===== src/rtl/core/tsg_pkg.sv =====
package tsg_pkg;

  localparam int NUM_SLOTS        = 32;
  localparam int MEMBERS_PER_SLOT = 64;

  localparam int SLOT_W     = (NUM_SLOTS > 1) ? $clog2(NUM_SLOTS) : 1;
  localparam int CNT_W      = $clog2(MEMBERS_PER_SLOT + 1);
  localparam int RULE_DEPTH = NUM_SLOTS * MEMBERS_PER_SLOT;
  localparam int RULE_AW    = (RULE_DEPTH > 1) ? $clog2(RULE_DEPTH) : 1;

  localparam int ADDR_W       = 32;
  localparam int PORT_W       = 16;
  localparam int PROTO_W      = 8;
  localparam int PREFIX_W     = 6;
  localparam int CLASS_W      = 7;
  localparam int OUT_SLOT_W   = 5;
  localparam int OUT_POS_W    = 6;
  localparam int TOTAL_W      = 12;
  localparam int ADDR_PAIR_W  = 2 * ADDR_W;
  localparam int PORTS_ACT_W  = 2 * PORT_W + PROTO_W + 1;

  // x / 1000 == (x * ceil(2^26 / 1000)) >> 26 for every 16-bit x
  localparam int CLASS_RECIP  = 67109;
  localparam int CLASS_SHIFT  = 26;
  localparam int CLASS_PROD_W = PORT_W + 17;

  typedef enum logic [1:0] {
    ST_STORED     = 2'd0,
    ST_TABLE_FULL = 2'd1,
    ST_LIST_FULL  = 2'd2
  } status_t;

  typedef struct packed {
    logic [PREFIX_W-1:0] src_prefix;
    logic [PREFIX_W-1:0] dst_prefix;
    logic [CLASS_W-1:0]  src_class;
    logic [CLASS_W-1:0]  dst_class;
    logic [PROTO_W-1:0]  protocol;
  } key_t;

  typedef struct packed {
    logic commit;
    logic any_hit;
  } cell_cmd_t;

  typedef struct packed {
    logic             hit;
    logic             take;
    logic             used;
    logic [CNT_W-1:0] count;
  } cell_stat_t;

  function automatic logic [PREFIX_W-1:0] prefix_of(input logic [ADDR_W-1:0] addr);
    logic [PREFIX_W-1:0] len;
    len = PREFIX_W'(ADDR_W);
    for (int b = 0; b < 4; b++) begin
      if (addr[8*b +: 8] == 8'd0) len = len - PREFIX_W'(8);
    end
    return len;
  endfunction

  function automatic logic [CLASS_W-1:0] port_class(input logic [PORT_W-1:0] port);
    logic [CLASS_PROD_W-1:0] prod;
    prod = CLASS_PROD_W'(port) * CLASS_PROD_W'(CLASS_RECIP);
    return CLASS_W'(prod >> CLASS_SHIFT);
  endfunction

endpackage


===== src/rtl/core/tsg_ram.sv =====
module tsg_ram #(
  parameter int WIDTH = 8,
  parameter int DEPTH = 16
) (
  input  logic                                      clk,
  input  logic                                      we,
  input  logic [((DEPTH > 1) ? $clog2(DEPTH) : 1)-1:0] waddr,
  input  logic [WIDTH-1:0]                          wdata,
  input  logic [((DEPTH > 1) ? $clog2(DEPTH) : 1)-1:0] raddr,
  output logic [WIDTH-1:0]                          rdata
);

  logic [WIDTH-1:0] mem [DEPTH];

  always_ff @(posedge clk) begin
    if (we) mem[waddr] <= wdata;
    rdata <= mem[raddr];
  end

endmodule


===== src/rtl/core/tsg_cell.sv =====
module tsg_cell (
  input  logic                   clk,
  input  logic                   rst,
  input  tsg_pkg::key_t          probe,
  input  tsg_pkg::cell_cmd_t     cmd,
  input  logic                   prev_used,
  output tsg_pkg::cell_stat_t    stat
);
  import tsg_pkg::*;

  logic             used;
  key_t             key;
  logic [CNT_W-1:0] count;
  logic             hit;
  logic             head;
  logic             take;

  assign hit  = used && (key == probe);
  // first free cell of the chain: the one whose upstream neighbor is taken
  assign head = !used && prev_used;
  assign take = hit || (!cmd.any_hit && head);

  assign stat.hit   = hit;
  assign stat.take  = take;
  assign stat.used  = used;
  assign stat.count = count;

  always_ff @(posedge clk) begin
    if (rst) begin
      used  <= 1'b0;
      count <= '0;
    end else if (cmd.commit && take) begin
      used  <= 1'b1;
      count <= count + CNT_W'(1);
    end
  end

  always_ff @(posedge clk) begin
    if (cmd.commit && take && !used) key <= probe;
  end

endmodule


===== src/rtl/core/tuple_space_rule_grouper.sv =====
// Tuple-space rule grouper. Each request is one firewall rule; the block derives its tuple key
// (prefix length per address from its zero bytes, port classes of port / 1000, protocol),
// finds the slot holding that key in a chain of NUM_SLOTS slot cells or opens the next free
// one, appends the rule to that slot's list in the rule store and answers with one result.
// The key is derived from the request as it is taken (the port class multiply lies on that
// path) and registered in the key stage; there it is compared against all slot cells at once,
// and as the result enters the output register the slot update and the single rule store
// write are committed. A rule can be taken in every cycle while the output side keeps up.
// The slot cells and counters are cleared by reset; the rule store needs no clearing.
module tuple_space_rule_grouper (
  input  logic                              clk,
  input  logic                              rst,
  input  logic                              in_valid,
  output logic                              in_ready,
  input  logic [tsg_pkg::ADDR_W-1:0]        src_addr,
  input  logic [tsg_pkg::ADDR_W-1:0]        dst_addr,
  input  logic [tsg_pkg::PORT_W-1:0]        src_port,
  input  logic [tsg_pkg::PORT_W-1:0]        dst_port,
  input  logic [tsg_pkg::PROTO_W-1:0]       protocol,
  input  logic                              action_deny,
  output logic                              out_valid,
  input  logic                              out_ready,
  output logic [tsg_pkg::OUT_SLOT_W-1:0]    slot_index,
  output logic                              new_slot,
  output logic [tsg_pkg::OUT_POS_W-1:0]     member_pos,
  output logic [tsg_pkg::PREFIX_W-1:0]      src_prefix,
  output logic [tsg_pkg::PREFIX_W-1:0]      dst_prefix,
  output logic [tsg_pkg::CLASS_W-1:0]       src_port_class,
  output logic [tsg_pkg::CLASS_W-1:0]       dst_port_class,
  output logic [1:0]                        status,
  output logic [tsg_pkg::TOTAL_W-1:0]       total_rules
);
  import tsg_pkg::*;

  // key stage
  logic                a_valid;
  key_t                a_key;
  logic [ADDR_W-1:0]   a_src_addr;
  logic [ADDR_W-1:0]   a_dst_addr;
  logic [PORT_W-1:0]   a_src_port;
  logic [PORT_W-1:0]   a_dst_port;
  logic                a_action;
  key_t                in_key;

  logic                advance;
  logic                accept;

  cell_cmd_t           cmd;
  cell_stat_t          stat [NUM_SLOTS];
  logic [NUM_SLOTS:0]  used_chain;

  logic                hit_any;
  logic                take_any;
  logic [SLOT_W-1:0]   sel_slot;
  logic [CNT_W-1:0]    sel_cnt;
  status_t             status_next;
  logic                store;
  logic [RULE_AW-1:0]  rule_addr;

  logic [TOTAL_W-1:0]  total;
  logic [TOTAL_W-1:0]  total_next;
  status_t             status_q;

  assign advance  = a_valid && (!out_valid || out_ready);
  assign in_ready = !a_valid || advance;
  assign accept   = in_valid && in_ready;

  assign in_key.src_prefix = prefix_of(src_addr);
  assign in_key.dst_prefix = prefix_of(dst_addr);
  assign in_key.src_class  = port_class(src_port);
  assign in_key.dst_class  = port_class(dst_port);
  assign in_key.protocol   = protocol;

  always_ff @(posedge clk) begin
    if (rst) begin
      a_valid <= 1'b0;
    end else if (accept) begin
      a_valid <= 1'b1;
    end else if (advance) begin
      a_valid <= 1'b0;
    end
  end

  always_ff @(posedge clk) begin
    if (accept) begin
      a_key      <= in_key;
      a_src_addr <= src_addr;
      a_dst_addr <= dst_addr;
      a_src_port <= src_port;
      a_dst_port <= dst_port;
      a_action   <= action_deny;
    end
  end

  // slot cell chain
  assign used_chain[0] = 1'b1;

  for (genvar g = 0; g < NUM_SLOTS; g++) begin : g_cell
    tsg_cell u_cell (
      .clk       (clk),
      .rst       (rst),
      .probe     (a_key),
      .cmd       (cmd),
      .prev_used (used_chain[g]),
      .stat      (stat[g])
    );
    assign used_chain[g+1] = stat[g].used;
  end

  // keys are unique across slots, so at most one cell takes the rule
  always_comb begin
    hit_any  = 1'b0;
    take_any = 1'b0;
    sel_slot = '0;
    sel_cnt  = '0;
    for (int i = 0; i < NUM_SLOTS; i++) begin
      hit_any  = hit_any | stat[i].hit;
      take_any = take_any | stat[i].take;
      if (stat[i].take) begin
        sel_slot = sel_slot | SLOT_W'(i);
        sel_cnt  = sel_cnt | stat[i].count;
      end
    end
  end

  always_comb begin
    if (!take_any) begin
      status_next = ST_TABLE_FULL;
    end else if (sel_cnt >= CNT_W'(MEMBERS_PER_SLOT)) begin
      status_next = ST_LIST_FULL;
    end else begin
      status_next = ST_STORED;
    end
  end

  assign store       = (status_next == ST_STORED);
  assign cmd.commit  = advance && store;
  assign cmd.any_hit = hit_any;
  assign total_next  = total + TOTAL_W'(1);

  assign rule_addr = RULE_AW'(sel_slot) * RULE_AW'(MEMBERS_PER_SLOT) + RULE_AW'(sel_cnt);

  tsg_ram #(
    .WIDTH (ADDR_PAIR_W),
    .DEPTH (RULE_DEPTH)
  ) u_addr_store (
    .clk   (clk),
    .we    (cmd.commit),
    .waddr (rule_addr),
    .wdata ({a_src_addr, a_dst_addr}),
    .raddr (rule_addr),
    .rdata ()
  );

  tsg_ram #(
    .WIDTH (PORTS_ACT_W),
    .DEPTH (RULE_DEPTH)
  ) u_ports_store (
    .clk   (clk),
    .we    (cmd.commit),
    .waddr (rule_addr),
    .wdata ({a_src_port, a_dst_port, a_key.protocol, a_action}),
    .raddr (rule_addr),
    .rdata ()
  );

  always_ff @(posedge clk) begin
    if (rst) begin
      total <= '0;
    end else if (cmd.commit) begin
      total <= total_next;
    end
  end

  // output register
  always_ff @(posedge clk) begin
    if (rst) begin
      out_valid <= 1'b0;
    end else if (advance) begin
      out_valid <= 1'b1;
    end else if (out_ready) begin
      out_valid <= 1'b0;
    end
  end

  always_ff @(posedge clk) begin
    if (advance) begin
      slot_index     <= take_any ? OUT_SLOT_W'(sel_slot) : '0;
      new_slot       <= store && !hit_any;
      member_pos     <= store ? OUT_POS_W'(sel_cnt) : '0;
      src_prefix     <= a_key.src_prefix;
      dst_prefix     <= a_key.dst_prefix;
      src_port_class <= a_key.src_class;
      dst_port_class <= a_key.dst_class;
      status_q       <= status_next;
      total_rules    <= store ? total_next : total;
    end
  end

  assign status = status_q;

endmodule


===== config.mk =====
export PLATFORM = sky130hd
export DESIGN_NAME = tuple_space_rule_grouper
export DESIGN_NICKNAME = d
export VERILOG_FILES = /design/src/rtl/core/tsg_pkg.sv /design/src/rtl/core/tsg_ram.sv /design/src/rtl/core/tsg_cell.sv /design/src/rtl/core/tuple_space_rule_grouper.sv
export SDC_FILE = /design/constraint.sdc
export NUM_CORES = 2
export LEC_CHECK = 0
export ABC_AREA = 0
export BUFFER_PORTS_ARGS = -buffer_cell sky130_fd_sc_hd__buf_2
export CORE_ASPECT_RATIO = 1.2
export CORE_UTILIZATION = 45
export DETAILED_ROUTE_END_ITERATION = 16
export GPL_ROUTABILITY_DRIVEN = 1
export GPL_TIMING_DRIVEN = 0
export PLACE_DENSITY = 0.68
export SETUP_SLACK_MARGIN = 0.2
export SYNTH_ARGS = -nofsm -noshare
export SYNTH_HDL_FRONTEND = slang
export SYNTH_HIERARCHICAL = 1
export SYNTH_SLANG_ARGS = --single-unit

===== constraint.sdc =====
create_clock -name clk -period 10.65 [get_ports clk]
set_input_delay 0.5325 -clock clk [delete_from_list [all_inputs] [get_ports clk]]
set_output_delay 0.5325 -clock clk [all_outputs]
set_load 0.005 [all_outputs]

==> results.sh <==
export IMPL_outcome="finished, final reports clean"
export IMPL_num_fill_cells=14100
export IMPL_ir_worst_vdd_mv=0.156
export IMPL_drc=0
export IMPL_syn_inst=5918
export IMPL_fin_nets=7248
export IMPL_clock_sink_count=1432
export IMPL_numCtsBuffers=148
export IMPL_portBuffers=155
export IMPL_initial_core_util_pct=45.3
export IMPL_arrival_ns=10.52
export IMPL_maxUsedRoutingLayer="met4"
export IMPL_die_area_um2=171000
export IMPL_cts_root_buf="clkbuf_16"
export IMPL_hold_violations=0
export IMPL_wirelength_um=187000
export IMPL_r2r_setup_slack_ns=0.80
export IMPL_grt_pass1_wl_um=289000
export IMPL_fmax_ghz=0.101
export IMPL_postSynthAreaPerCell_um2=12.9
export IMPL_p_leak_nw=33.4
export IMPL_clk_path_buf_depth=3
export IMPL_final_util_pct=53.5
export IMPL_cts_setup_buffers=0
export IMPL_die_w_um=378
export IMPL_core_area_um2=168000
export IMPL_globalRoute_totalOverflow=0
export IMPL_io_pins=163
export IMPL_finalPower_mw=14.0
export IMPL_num_vias=49600
export IMPL_fin_crit_sh_pct=92.5
export IMPL_final_area_um2=90000
export IMPL_met1Wirelength_um=83000
export IMPL_crit_type="reg -> reg"
export IMPL_clk_latency_ns=0.80
export IMPL_syn_area_um2=76300
export IMPL_place_area_um2=85100
export IMPL_rows=165
export IMPL_critPathMaxFanout=94
export IMPL_slew_viol_final=0
export IMPL_min_period_ns=9.85
export IMPL_via_per_inst=5.43
export IMPL_syn_to_final_growth_pct=18.0
export IMPL_drtPass1Iterations=6
export IMPL_finalNonFillerCells=9138
export IMPL_powerDensity_nw_per_um2=155
export IMPL_cap_violations=0
export IMPL_dr_wl_met2_um=87600
export IMPL_track_usage_pct=21.9
export IMPL_wl_per_cell_um=20.5
export IMPL_ant_nets=0
export IMPL_grt_max_degree=122
export IMPL_tightest_slew_ns=1.27
export IMPL_ys_warn_count=6
export IMPL_cts_hold_buffers=9
export IMPL_gp_congestion=0.933
export IMPL_slowest_delay_ns=0.82
export IMPL_fp_dieH_um=453
export IMPL_end_kind="register"
export IMPL_cts_resized_gates=0
export IMPL_cp_data_required_time_ns=11.31
export IMPL_finClkSkew_ns=0.0298
export IMPL_cp_start_kind="register"
export IMPL_setup_viol=0
export IMPL_drive_above_1_share_pct=14.5
export IMPL_antenna_found_initial=6
export IMPL_rsz0062_at_grt="no"
export IMPL_cpMaxStageDelayCell="nor4_4"
export IMPL_critical_path_most_common_cell="buf_16"
export IMPL_cts_tree="done"
export IMPL_drtIter0Drc=3877
export IMPL_ctsHtreeMaxLevel=4
export IMPL_place_hpwl_um=140000
export IMPL_relSlewSlack_pct=14.3
export IMPL_path_clk_slew_ns=0.06
export IMPL_grt_pass1_vias=49500
export IMPL_met3_length_um=9970
export IMPL_hp_class="in -> reg"
export IMPL_place_inst=8855
-- flip-flops by register name, indices dropped and copies added (netlist names), 5 cells and up --
signal and cells:
total 12, src_port_class 7, g_cell.u_cell/used 32, member_pos 6
dst_port_class 7, total_rules 12, g_cell.u_cell/count 224, g_cell.u_cell/key 1088
slot_index 5, a_key 28
-- cells in the final DEF, fill, tap and decap left out, types with 34 or more instances in the layout --
| master | instances |
|---|---|
| nand3_1 | 147 |
| nand2b_1 | 97 |
| dfxtp_1 | 270 |
| buf_16 | 124 |
| or4_1 | 34 |
| buf_4 | 106 |
| inv_1 | 195 |
| nand4_1 | 297 |
| ha_1 | 299 |
| nor3b_1 | 64 |
| edfxtp_1 | 1162 |
| mux2_1 | 161 |
| or3b_2 | 97 |
| a211oi_1 | 36 |
| xor2_1 | 556 |
| nand2_1 | 288 |
| clkbuf_1 | 70 |
| xnor2_1 | 565 |
| nor2_1 | 217 |
| a22oi_1 | 59 |
| nor3_1 | 44 |
| a21oi_1 | 62 |
| buf_2 | 172 |
| nor2b_1 | 164 |
| nor4_1 | 228 |
| or4_4 | 34 |
| fa_1 | 80 |
| clkbuf_16 | 153 |
| conb_1 | 392 |
| mux2i_1 | 34 |
| o211ai_1 | 40 |
-- metrics by stage --
stage          hold WS [ns]  worst slack, ns  setup TNS [ns]
2_1_floorplan         0.468             2.83               0
3_3_place_gp          0.489            -3.42        -4429.06
3_5_place_dp          0.506            0.550               0
4_1_cts              0.0245            0.478               0
5_1_grt              0.0857            0.558               0
6_report             0.0675            0.796               0
-- per-layer routing --
metal,vias to the layer above,track usage [%]
met5,-,0
met4,0,8.30
met3,348,2.81
met2,1409,35.9
met1,24500,29.6
li1,23300,-
-- report_power, final --
part	switching, mW	internal, mW
clock network	2.20	3.01
logic	1.44	1.04
registers	0.116	6.17
total	3.76	10.2
-- worst max-delay path, delay by kind of cell (launching register included) --
| kind | cells | cell delay, ns |
|---|---|---|
| compound gates | 2 | 0.65 |
| xor+xnor | 1 | 0.26 |
| buf+inv | 10 | 2.75 |
| flops | 1 | 0.64 |
| mux | 1 | 0.35 |
| simple gates | 14 | 4.86 |
-- final timing paths --
check                       startpoint                    endpoint  depth (start not counted)
max                           a_key[3]  g_cell[25].u_cell/count[5]                         28
min                          out_ready                   out_valid                          4
max reg2reg                   a_key[3]  g_cell[25].u_cell/count[5]                         28
min reg2reg  g_cell[6].u_cell/count[1]   g_cell[6].u_cell/count[1]                          2
-- layout make-up --
type | instances | area (um^2) | area share (%)
well taps | 2254 | 2820 | 3.13
diodes | 2 | 5.00 | 0.00556
plain buffers | 201 | 1230 | 1.37
clock inverters | 79 | 802 | 0.891
flip-flops and latches | 1432 | 40300 | 44.8
inverters | 196 | 741 | 0.823
multi-input cells | 4479 | 35600 | 39.5
repair buffers | 302 | 4520 | 5.02
clock buffers | 193 | 4060 | 4.51
(Power assumes the default switching activity.)
